File: src/hes_pkg.sv
// ----------------------------------------------------------------------------
// hes_pkg
// Shared types, constants and the arctangent table for the steering block.
// ----------------------------------------------------------------------------
package hes_pkg;

  localparam int POS_W        = 24;
  localparam int ANG_W        = 16;
  localparam int DIFF_W       = 26;
  localparam int VEC_W        = 52;
  localparam int VEC_SCALE    = 24;
  localparam int ZACC_W       = 26;
  localparam int SQ_W         = 49;
  localparam int PROD_W       = 29;
  localparam int GAIN_W       = 12;
  localparam int THR_W        = 15;
  localparam int RAD_W        = 40;
  localparam int ATAN_LEN     = 24;
  localparam int CORDIC_STAGES_DEF = 16;
  localparam int QUEUE_DEPTH  = 2;

  localparam logic signed [ZACC_W-1:0] ANGLE_PI = ZACC_W'(8388608);

  localparam logic [GAIN_W-1:0] GAIN_RST = GAIN_W'(256);
  localparam logic [THR_W-1:0]  THR_RST  = THR_W'(182);
  localparam logic [RAD_W-1:0]  RAD_RST  = RAD_W'(10486);

  localparam int CFG_DATA_W = 64;
  localparam int CFG_ADDR_W = 5;

  typedef enum logic [1:0] {
    REG_TURN_GAIN   = 2'd0,
    REG_ALIGN_THR   = 2'd1,
    REG_ARRIVE_RAD  = 2'd2,
    REG_NONE        = 2'd3
  } reg_idx_t;

  typedef enum logic [2:0] {
    BK_IDLE,
    BK_ITER,
    BK_FIN,
    BK_MUL,
    BK_DONE
  } bk_state_t;

  typedef struct packed {
    logic [GAIN_W-1:0] gain;
    logic [THR_W-1:0]  thr;
    logic [RAD_W-1:0]  radius;
  } cfg_t;

  // classified word handed from front to back
  typedef struct packed {
    logic signed [DIFF_W-1:0] x0;
    logic signed [DIFF_W-1:0] y0;
    logic signed [ZACC_W-1:0] z0;
    logic signed [ANG_W-1:0]  hd;
    logic                     zero;
  } entry_t;

  // round(atan(2^-i) * 2^23 / pi)
  function automatic logic signed [ZACC_W-1:0] atan_val(input int idx);
    logic signed [ZACC_W-1:0] v;
    case (idx)
      0:       v = ZACC_W'(2097152);
      1:       v = ZACC_W'(1238021);
      2:       v = ZACC_W'(654136);
      3:       v = ZACC_W'(332050);
      4:       v = ZACC_W'(166669);
      5:       v = ZACC_W'(83416);
      6:       v = ZACC_W'(41718);
      7:       v = ZACC_W'(20860);
      8:       v = ZACC_W'(10430);
      9:       v = ZACC_W'(5215);
      10:      v = ZACC_W'(2608);
      11:      v = ZACC_W'(1304);
      12:      v = ZACC_W'(652);
      13:      v = ZACC_W'(326);
      14:      v = ZACC_W'(163);
      15:      v = ZACC_W'(81);
      16:      v = ZACC_W'(41);
      17:      v = ZACC_W'(20);
      18:      v = ZACC_W'(10);
      19:      v = ZACC_W'(5);
      20:      v = ZACC_W'(3);
      21:      v = ZACC_W'(1);
      22:      v = ZACC_W'(1);
      default: v = '0;
    endcase
    return v;
  endfunction

endpackage

File: src/hes_front.sv
// ----------------------------------------------------------------------------
// hes_front
// Takes input words, forms the target offset and folds the left half plane.
// ----------------------------------------------------------------------------
module hes_front
  import hes_pkg::*;
(
  input  logic                    clk,
  input  logic                    rst_n,
  input  logic                    in_valid,
  output logic                    in_ready,
  input  logic signed [POS_W-1:0] in_pos_x,
  input  logic signed [POS_W-1:0] in_pos_y,
  input  logic signed [ANG_W-1:0] in_heading,
  input  logic signed [POS_W-1:0] in_target_x,
  input  logic signed [POS_W-1:0] in_target_y,
  output logic                    f_valid,
  input  logic                    f_ready,
  output entry_t                  f_entry
);

  logic                     valid_r;
  logic                     valid_nxt;
  entry_t                   entry_r;
  entry_t                   entry_nxt;
  logic signed [DIFF_W-1:0] dx;
  logic signed [DIFF_W-1:0] dy;
  logic                     take;

  assign in_ready = !valid_r || f_ready;
  assign take     = in_valid && in_ready;
  assign f_valid  = valid_r;
  assign f_entry  = entry_r;

  assign dx = DIFF_W'(in_target_x) - DIFF_W'(in_pos_x);
  assign dy = DIFF_W'(in_target_y) - DIFF_W'(in_pos_y);

  always_comb begin
    entry_nxt.hd   = in_heading;
    entry_nxt.zero = (dx == '0) && (dy == '0);
    if (dx < 0) begin
      entry_nxt.x0 = -dx;
      entry_nxt.y0 = -dy;
      entry_nxt.z0 = (dy >= 0) ? ANGLE_PI : -ANGLE_PI;
    end else begin
      entry_nxt.x0 = dx;
      entry_nxt.y0 = dy;
      entry_nxt.z0 = '0;
    end
  end

  always_comb begin
    valid_nxt = valid_r;
    if (take) begin
      valid_nxt = 1'b1;
    end else if (f_ready) begin
      valid_nxt = 1'b0;
    end
  end

  always_ff @(posedge clk) begin
    if (!rst_n) begin
      valid_r <= 1'b0;
    end else begin
      valid_r <= valid_nxt;
    end
  end

  always_ff @(posedge clk) begin
    if (take) begin
      entry_r <= entry_nxt;
    end
  end

endmodule

File: config.mk
export PLATFORM = sky130hd
export DESIGN_NAME = hes_front
export DESIGN_NICKNAME = d
export VERILOG_FILES = /design/src/hes_pkg.sv /design/src/hes_front.sv
export SDC_FILE = /design/constraint.sdc
export NUM_CORES = 1
export LEC_CHECK = 0
export ABC_AREA = 1
export BUFFER_PORTS_ARGS = -buffer_cell sky130_fd_sc_hd__buf_2
export CAP_MARGIN = 10
export CORE_MARGIN = 2
export CORE_UTILIZATION = 40
export DETAILED_ROUTE_END_ITERATION = 8
export GPL_TIMING_DRIVEN = 0
export REMOVE_ABC_BUFFERS = 1
export SYNTH_ARGS = -nofsm -noshare
export SYNTH_HDL_FRONTEND = slang
export SYNTH_SLANG_ARGS = --single-unit
export TNS_END_PERCENT = 10
File: constraint.sdc
create_clock -name clk -period 6.25 [get_ports clk]
set_input_delay 1.5625 -clock clk [delete_from_list [all_inputs] [get_ports clk]]
set_output_delay 1.5625 -clock clk [all_outputs]
set_load 0.05 [all_outputs]
After elaboration in Yosys (flattened, before gate mapping) --
Index checks and enable logic that the tools add are counted.
Storage, ports and cells: logic and storage cells 23, register bits after elaboration 96
Operators by class: add/subtract/negate cells 4, mux-type cells 4, $lt $le $gt $ge 2, reductions and logical operators 7
Operator list (number):
- $mux W78 | 1
- $logic_not A26 Y1 | 2
- $neg A25 Y26 | 2
- $sub A24 B24 Y25 | 2
- $mux W26 | 1
- $ge A25 B1 Y1 const B | 1
- $lt A25 B1 Y1 const B | 1
- $logic_and A1 B1 Y1 | 2
- $mux W1 | 2
- $reduce_bool A2 Y1 | 1
- $logic_not A1 Y1 | 1
- $logic_or A1 B1 Y1 | 1

Logic depth before layout (Yosys ltp) --
Gate-level depths: netlist of the first run.
depth after elaboration 4, depth in mapped cells 22, mapped depth without buffers 21

Worst setup path before layout of the first run --
No wires, ideal clock.
kind in2reg, start point in in_valid, end point reg entry_r (netlist bit f_entry[0]), enable pin, cell stages on the path 2, data required time 5.727 ns, data arrival time 5.042 ns, buffers on the path 0, path slack 0.685 ns, setup time 0.523 ns, cell sequence inv_1 > a21oi_1
On the way: cells in the longest elaborated chain, start to end 1
Ends and longest elaborated chain:
- start, declared | RTL line hes_front.sv:10 | input logic in_valid,
- $logic_and A1 B1 Y1 | RTL line hes_front.sv:31 | assign take = in_valid && in_ready;
- net take | RTL line hes_front.sv:28 | logic take;
- end signal, assigned | RTL line hes_front.sv:71 | entry_r <= entry_nxt;
- end, declared | RTL line hes_front.sv:24 | entry_t entry_r;
The timed path passes the listed nets, and every way through them passes these cells. A chain may end at the register's enable or synchronous reset.

==> results of run 1 <==
state kept, by name, summed over array words and instances, names as in the netlist:
signal	flops
f_valid	1
f_entry	71
metrics by stage:
step / cell area [um^2] / cells
floorplan: 7360 / 1101
global placement: 8600 / 1524
detailed placement: 8650 / 1526
CTS: 8970 / 1542
global route: 8970 / 1542
finish: 8970 / 1542
area by class of cell:
class	count	area [um^2]
Tap cell	234	293
Sequential cell	72	2150
Multi-Input combinational cell	803	4370
Clock inverter	6	92.6
Inverter	226	853
Clock buffer	10	229
Fill cell	1984	9610
Timing Repair Buffer	191	986
worst min-delay path by stage:
stage | to | slack, ns | cells past startpoint
finish | f_valid | 0.55 | 2
global route | f_valid | 0.60 | 2
CTS | f_valid | 0.56 | 2
detailed placement | f_valid | 0.56 | 2
global placement | f_valid | 0.50 | 2
floorplan | f_valid | 1.11 | 2
layer usage:
metal,track usage,vias to the layer above,wire length [um],share of wire
li1,-,3810,-,-
met1,0.263,3075,9180,0.50
met2,0.294,197,7860,0.43
met3,0.0377,10,1280,0.069
met4,0.0332,0,125,0.0068
met5,0,-,0,0
worst register-to-register path, delay by kind of cell (launching register included):
family / cells / cell delay [ns]
flip-flops: 1 / 0.34
AO/OA/AOI/OAI: 1 / 0.64
buffers and inverters: 2 / 0.49
cell families after synthesis:
family / count (synthesis)
adders and majority gates: 52
and+or+nand+nor: 617
xor gates and xnor gates: 37
AOI/OAI and AO/OA: 73
DFF: 72
buffers and inverters: 257
other: 1
cells in the final DEF (no fill, tap or decap), types with 9 or more instances in the layout:
master,netlist,final
nand2_1,344,344
inv_1,213,213
buf_2,1,189
nor2_1,82,82
nand3_1,71,71
edfxtp_1,71,71
ha_1,50,50
a21oi_1,46,45
nand2_2,41,41
conb_1,1,24
xor2_1,20,20
xnor2_1,16,16
nand4_1,15,15
nor3_1,13,13
o21ai_0,12,12
nor2_4,11,11
nand3b_1,11,11
inv_2,9,9
nor2_2,9,9
clkbuf_16,0,9
where the power goes:
| group | total (W) | switching, W | leakage (nW) | internal (W) |
|---|---|---|---|---|
| Clock | 0.000563 | 0.000211 | 0.155 | 0.000352 |
| Sequential | 0.000655 | 0.0000205 | 0.695 | 0.000635 |
| Combinational | 0.00104 | 0.000750 | 4.05 | 0.000292 |
| Total | 0.00226 | 0.000982 | 4.90 | 0.00128 |
==> run_results.csv, run 1 <==
group,metric,value,unit
route,ant_nets,0,
route,drt_wl_total,18.4,mm
yosys,synth_edf_count,71,
timing,timing.slew.headroom,0.481,
setup_path,cp.required,6.35,ns
timing,fmax,0.255,GHz
setup_path,crit_fanout,42,
clocking,cts_tree,"yes",
place,gp_congestion,0.855,
timing,rsz0062_at_grt,"no",
place,dp_hpwl,15.4,mm
setup_path,slowest_stage,"fa_1",
clocking,cts_root_buf,"clkbuf_16",
setup_path,endpoint_kind,"flip-flop",
route,drtIter0Drc,387,
timing,hold_viol,0,
setup_path,r2r_end,"f_entry[44]",
place,port_buffers,189,
yosys,async_flop_share,0,
final_layout,utilization,0.483,
yosys,synth_top_family_by_area,"simple AND/OR/NAND/NOR gates",
setup_path,worst-path-buf-inv,4,
floorplan,coreArea,18600,um^2
clocking,hold_buffers,0,
global_routing,grt_pass1_vias,6300,
final_layout,area_growth,19.3,%
power,peakVddDrop,0.189,mV
timing,setup_viol,0,
place,dp_slack,1.97,ns
setup_path,crit_top_cell,"nand2_1",
yosys,yosys.cell_count.top_type,"nand2_1",
power,finalPower,0.00226,W
job,max_cap_viol_count,0,
clocking,post_cts_buffers,0,
setup_path,setup.worst_path.start,"in_pos_x[0]",
yosys,synth-simple-area-share,0.378,
global_routing,grt_pass1_wl,29.7,mm
yosys,synthAdderAreaFrac,0.0885,
floorplan,initial_core_util,0.405,
clocking,clock_latency,0.34,ns
setup_path,path_cells,"buf_2 > ha_1 > fa_1 > inv_1 > nand2_1 > nand2_1 > nand3_2 > nand2_1 > nand2_2 > nand2_2 > nand2_2 > nand3_2 > nand2_8 > inv_6 > nand2_1 > nand2_1 > nand2_1 > nand2_1 > inv_1",
global_routing,overflow,0,
yosys,synth_xor_area_frac,0.0441,
yosys,synthCells,1109,
yosys,synth_top_cell_by_area,"edfxtp_1",
timing,drv_slew,0,
yosys,synth-warning-count,0,
timing,fin_worst_skew,0.00447,ns
yosys,synthTopCellsByArea,"edfxtp_1, nand2_1, inv_1, ha_1, nand3_1",
clocking,htreeDepth,3,
route,viasPerCell,4.60,
setup_path,critical_path_class,"input pin to flip-flop",
floorplan,dieWidth,141,um
setup_path,path_depth,19,
floorplan,die_area,19900,um^2
floorplan,placementRows,50,
setup_path,cp_top_family,"simple AND/OR/NAND/NOR gates",
yosys,yosysUniqueCellTypes,44,
route,dr.pass1.iters,5,
setup_path,start_kind,"input pin",
yosys,syn_area_per_cell,6.78,um^2
yosys,seq_area_frac_synth,0.286,
clocking,clk_pin_slew,0.06,ns
power,p_per_area,252,nW/um^2
global_routing,grt_usage,0.185,
clocking,cts.sinks,72,
timing,fin_ws,2.33,ns
global_routing,grt_max_degree,43,
route,avgRoutedWirePerCell,12.0,um
setup_path,worst_path_largest_cell_delay,0.41,ns
timing,layout_worst_path_cycle_share,0.627,
final_layout,layout.nets,1471,
clocking,numCtsBuffers,9,
hold_path,min-delay-start,"f_valid",
route,num_vias,7092,
clocking,clock_path_buffers,2,
setup_path,rrSetupSlack,4.46,ns
route,route.detailed.drc,0,
outcome,status,"complete, no violations",
clocking,cts_resized,0,
global_routing,antenna_found_initial,0,
timing,fin_setup_tns,0,ns
setup_path,timing.rr.start,"f_valid",
setup_path,crit_end,"f_entry[65]",
yosys,synth-seq-cells,72,
yosys,ys_top_cells_by_count,"nand2_1, inv_1, nor2_1, edfxtp_1, nand3_1",
yosys,synth_top_area_frac,0.283,
yosys,ys.flop_type,"edfxtp_1",
floorplan,ioPinCount,213,
hold_path,hp-class,"flip-flop to flip-flop",
yosys,synth_area,7520,um^2
setup_path,reg2regPathDepth,3,
yosys,synthMuxAreaShare,0,
power,total_leakage_power,4.90,nW
timing,whs,0.552,ns
floorplan,die_h,141,um
yosys,synth_compound_area_frac,0.0561,
final_layout,diodes,0,
setup_path,arrival,4.02,ns
timing,fin_crit,3.92,ns
timing,tightest_slew,0.777,ns
final_layout,final_layout_size_suffix_gt1_frac,0.229,
Note: power is estimated with default switching activity, not from simulation.
==> run 2: changes to the inputs <==
--- a/config.mk
+++ b/config.mk
@@ -12,6 +12,7 @@
 export CORE_UTILIZATION = 40
 export DETAILED_ROUTE_END_ITERATION = 8
 export GPL_TIMING_DRIVEN = 0
+export PLACE_DENSITY = 0.66
 export REMOVE_ABC_BUFFERS = 1
 export SYNTH_ARGS = -nofsm -noshare
 export SYNTH_HDL_FRONTEND = slang
==> constraint.sdc (replaced) <==
create_clock -name clk -period 3.3 [get_ports clk]
set_input_delay 0.825 -clock clk [delete_from_list [all_inputs] [get_ports clk]]
set_output_delay 0.825 -clock clk [all_outputs]
set_load 0.05 [all_outputs]
==> run_results.csv, run 2 (synthesis results as in run 1) <==
group,metric,value,unit
timing,fin_worst_skew,0.00536,ns
hold_path,hold_end,"f_valid",
final_layout,layout.nets,1471,
clocking,htreeDepth,3,
floorplan,coreArea,18600,um^2
outcome,status,"complete, no violations",
power,p_comb_frac,0.460,
timing,layout_worst_path_cycle_share,0.936,
route,drt_wl_total,17.8,mm
floorplan,placementRows,50,
final_layout,diodes,0,
setup_path,timing.rr.start,"f_valid",
floorplan,initial_core_util,0.405,
clocking,hold_buffers,0,
setup_path,critical_path_class,"input pin to flip-flop",
setup_path,crit_fanout,42,
power,p_per_area,475,nW/um^2
power,peakVddDrop,0.251,mV
route,ant_nets,0,
setup_path,reg2regPathDepth,3,
final_layout,fill_cells,1971,
setup_path,cp.required,3.39,ns
timing,whs,0.584,ns
clocking,cts.sinks,72,
clocking,clk_pin_slew,0.06,ns
floorplan,dieWidth,141,um
power,p_sw,0.00184,W
timing,timing.slew.headroom,0.498,
global_routing,antenna_found_initial,0,
route,drtIter0Drc,324,
timing,fmax,0.324,GHz
clocking,clock_path_buffers,2,
power,total_leakage_power,4.91,nW
place,port_buffers,189,
power,seqPwrFrac,0.293,
global_routing,grt_max_degree,43,
floorplan,die_h,141,um
route,viasPerCell,4.61,
global_routing,grt_usage,0.178,
floorplan,die_area,19900,um^2
route,avgRoutedWirePerCell,11.5,um
setup_path,start_kind,"input pin",
final_layout,area_growth,19.3,%
timing,setup_viol,0,
setup_path,arrival,3.18,ns
floorplan,ioPinCount,213,
route,route.detailed.drc,0,
final_layout,final_cell_mix,"nand2_1, inv_1, buf_2",
hold_path,hold_depth,2,
route,num_vias,7114,
power,p_int,0.00242,W
global_routing,grt_pass1_wl,28.8,mm
timing,tightest_slew,0.751,ns
setup_path,endpoint_kind,"flip-flop",
final_layout,largest_register_ffs,71,
clocking,clock_latency,0.35,ns
hold_path,min-delay-start,"f_valid",
hold_path,hp-class,"flip-flop to flip-flop",
clocking,post_cts_buffers,0,
timing,fin_ws,0.211,ns
global_routing,grt_pass1_vias,6213,
clocking,cts_tree,"yes",
clocking,cts_root_buf,"clkbuf_16",
timing,drv_slew,0,
power,p_sw_frac,0.431,
timing,fin_crit,3.09,ns
clocking,numCtsBuffers,9,
setup_path,r2r_end,"f_entry[91]",
timing,hold_viol,0,
job,max_cap_viol_count,0,
global_routing,overflow,0,
power,pwr-share-clk,0.248,
setup_path,rrSetupSlack,1.53,ns
place,dp_slack,-0.213,ns
place,dp_hpwl,15.0,mm
final_layout,final_layout_size_suffix_gt1_frac,0.231,
final_layout,final_common_cell,"nand2_1",
place,gp_congestion,0.896,
route,dr.pass1.iters,5,
## run 2: per-stage QoR
stage	util	setup TNS (ns)	total power [W]	cells	cell area [um^2]
after detailed placement	0.466	-4.43	0.00323	1526	8650
after global routing	0.483	-0.0152	0.00454	1542	8970
final	0.483	0	0.00426	1542	8970
after floorplan	-	-108.46	0.00278	1101	7360
after CTS	0.483	0	0.00430	1542	8970
after global placement	0.463	-223.85	0.00321	1524	8600
## run 2: area by class of cell
type,count,area [um^2],share of cell area
flip-flops and latches,72,2150,0.240
clock buffers,10,229,0.0255
repair buffers,191,986,0.110
clock inverters,6,91.3,0.0102
well taps,234,293,0.0326
inverters,226,856,0.0954
multi-input cells,803,4370,0.487
## run 2: worst max-delay path, cell delays in order
cell	delay, ns
buf_2	0.10
ha_1	0.22
fa_1	0.41
inv_2	0.11
nand2_1	0.06
nand2_1	0.09
nand3_2	0.08
nand2_1	0.13
nand2_2	0.07
nand2_2	0.09
nand2_2	0.07
nand2_2	0.08
nand2_4	0.06
nand2_8	0.15
inv_8	0.14
nor2_2	0.17
inv_1	0.06
nand2_1	0.08
inv_2	0.04
nand2_1	0.05
nand2_1	0.06
## run 2: metal layers
layer  share of wire  track usage  routed length (um)
met5               0            0                   0
met1            0.49        0.250                8740
met4          0.0057       0.0379                 101
met3           0.071       0.0394                1270
met2            0.43        0.280                7700
## run 2: how the worst max path moves through the flow
| stage | start | end | slack, ns | depth (start not counted) |
|---|---|---|---|---|
| floorplan | in_valid | f_entry[0] | -1.53 | 2 |
| global placement | in_valid | f_entry[88] | -3.12 | 3 |
| detailed placement | in_pos_x[0] | f_entry[85] | -0.21 | 19 |
| CTS | in_pos_x[0] | f_entry[85] | 0.15 | 19 |
| global route | in_pos_x[0] | f_entry[67] | -0.02 | 21 |
| finish | in_pos_x[0] | f_entry[67] | 0.21 | 21 |
## run 2: power by group through the flow
stage	Clock (W)	Combinational (W)	Sequential (W)
2_1_floorplan	0	0.00106	0.00173
3_3_place_gp	0	0.00194	0.00127
3_5_place_dp	0	0.00196	0.00126
4_1_cts	0.00108	0.00197	0.00125
5_1_grt	0.00112	0.00217	0.00126
6_report	0.00106	0.00196	0.00125
## run 2: timing repair
action	4_1_cts	5_1_grt
hold endpoints to repair	0	0
resized for setup	0	3
setup endpoints to repair	0	12
==> run 3: changes to the inputs <==
--- a/config.mk
+++ b/config.mk
@@ -11,7 +11,6 @@
 export CORE_MARGIN = 2
 export CORE_UTILIZATION = 40
 export DETAILED_ROUTE_END_ITERATION = 8
-export GPL_TIMING_DRIVEN = 0
 export PLACE_DENSITY = 0.66
 export REMOVE_ABC_BUFFERS = 1
 export SYNTH_ARGS = -nofsm -noshare
==> run_results.csv, run 3 (synthesis results as in run 1) <==
group,metric,value,unit
final_layout,final_cell_mix,"nand2_1, inv_1, buf_2",
global_routing,grt_max_degree,72,
floorplan,coreArea,18600,um^2
route,viasPerCell,4.59,
setup_path,timing.rr.start,"f_valid",
final_layout,layout.nets,1480,
clocking,post_cts_buffers,0,
clocking,clk_pin_slew,0.06,ns
clocking,clock_latency,0.33,ns
final_layout,final_common_cell,"nand2_1",
floorplan,dieWidth,141,um
setup_path,r2r_end,"f_entry[43]",
final_layout,final_layout_size_suffix_gt1_frac,0.235,
power,p_per_area,466,nW/um^2
timing,fin_crit,3.00,ns
clocking,numCtsBuffers,9,
hold_path,min-delay-start,"f_valid",
global_routing,overflow,0,
final_layout,diodes,0,
final_layout,largest_register_ffs,71,
final_layout,fill_cells,1942,
setup_path,crit_fanout,3,
route,avgRoutedWirePerCell,11.7,um
route,num_vias,7122,
timing,whs,0.567,ns
place,dp_hpwl,15.1,mm
global_routing,grt_pass1_wl,29.3,mm
hold_path,hp-class,"flip-flop to flip-flop",
timing,fmax,0.333,GHz
setup_path,critical_path_class,"input pin to flip-flop",
floorplan,placementRows,50,
setup_path,rrSetupSlack,2.04,ns
timing,rsz0062_at_grt,"no",
timing,drv_slew,0,
place,port_buffers,189,
clocking,cts_tree,"yes",
final_layout,multi_input_area,4370,um^2
timing,fin_setup_tns,0,ns
route,drtIter0Drc,355,
clocking,cts.sinks,72,
setup_path,reg2regPathDepth,2,
clocking,clock_path_buffers,2,
power,total_leakage_power,4.93,nW
route,drt_wl_total,18.1,mm
clocking,cts_root_buf,"clkbuf_16",
route,dr.pass1.iters,5,
floorplan,die_area,19900,um^2
place,dp_slack,-0.0320,ns
hold_path,hold_depth,2,
outcome,status,"complete, no violations",
route,route.detailed.drc,0,
global_routing,antenna_found_initial,0,
place,gp_congestion,0.888,
floorplan,initial_core_util,0.405,
timing,hold_viol,0,
route,ant_nets,0,
timing,setup_viol,0,
power,peakVddDrop,0.499,mV
setup_path,cp.required,3.39,ns
timing,fin_ws,0.296,ns
setup_path,arrival,3.09,ns
timing,fin_worst_skew,0.00954,ns
final_layout,seqCellArea,2150,um^2
setup_path,endpoint_kind,"flip-flop",
clocking,cts_resized,0,
job,max_cap_viol_count,0,
final_layout,area_growth,19.8,%
setup_path,start_kind,"input pin",
floorplan,ioPinCount,213,
power,finalPower,0.00420,W
global_routing,grt_usage,0.181,
clocking,htreeDepth,3,
floorplan,die_h,141,um
global_routing,grt_pass1_vias,6255,
hold_path,hold_end,"f_valid",
timing,layout_worst_path_cycle_share,0.910,
clocking,hold_buffers,0,
[run 3: how the worst max path moves through the flow]
stage                    from     endpoint  slack [ns]  depth (start not counted)
2_1_floorplan        in_valid   f_entry[0]       -1.53                          2
3_3_place_gp      in_pos_x[0]  f_entry[93]       0.009                         16
3_5_place_dp   in_target_y[0]  f_entry[67]       -0.03                         17
4_1_cts        in_target_y[0]  f_entry[67]        0.33                         17
5_1_grt        in_target_y[0]  f_entry[67]        0.05                         17
6_report       in_target_y[0]  f_entry[67]        0.30                         20
[run 3: report_power, final]
part           internal [W]  switching, W
clock network      0.000588      0.000371
registers           0.00120     0.0000461
logic              0.000573       0.00142
total               0.00236       0.00184
[run 3: final cells by class]
| cell class | instances | share of cell area |
|---|---|---|
| well taps | 234 | 0.0325 |
| clock inverters | 6 | 0.00750 |
| clock buffers | 10 | 0.0254 |
| multi-input cells | 803 | 0.484 |
| repair buffers | 200 | 0.117 |
| flip-flops and latches | 72 | 0.239 |
| inverters | 226 | 0.0947 |
[run 3: per-layer routing]
layer  GRT usage  wire (um)  up-vias
met5           0          0        -
met4      0.0226         70        0
met3      0.0309       1080        6
met2       0.287       7820      194
met1       0.265       9170     3098
li1            -          -     3824
[run 3: through the flow]
stage | area, um^2 | instances | utilization
global placement | 8720 | 1535 | 0.469
global route | 9010 | 1551 | 0.485
floorplan | 7360 | 1101 | -
finish | 9010 | 1551 | 0.485
CTS | 9010 | 1551 | 0.485
detailed placement | 8720 | 1535 | 0.469
[run 3: worst max-delay path: stages]
cell	delay [ns]
buf_2	0.08
inv_1	0.04
ha_1	0.20
fa_1	0.40
inv_1	0.12
nand3_1	0.11
nand2_2	0.11
nand2_2	0.05
nand2_1	0.08
nand2_1	0.08
nand2_1	0.15
nand2_1	0.10
nand2_1	0.07
nand2_1	0.04
nand2_1	0.10
nand2_1	0.09
nor2_1	0.20
nand3_1	0.11
nand2_1	0.07
nand2_1	0.05
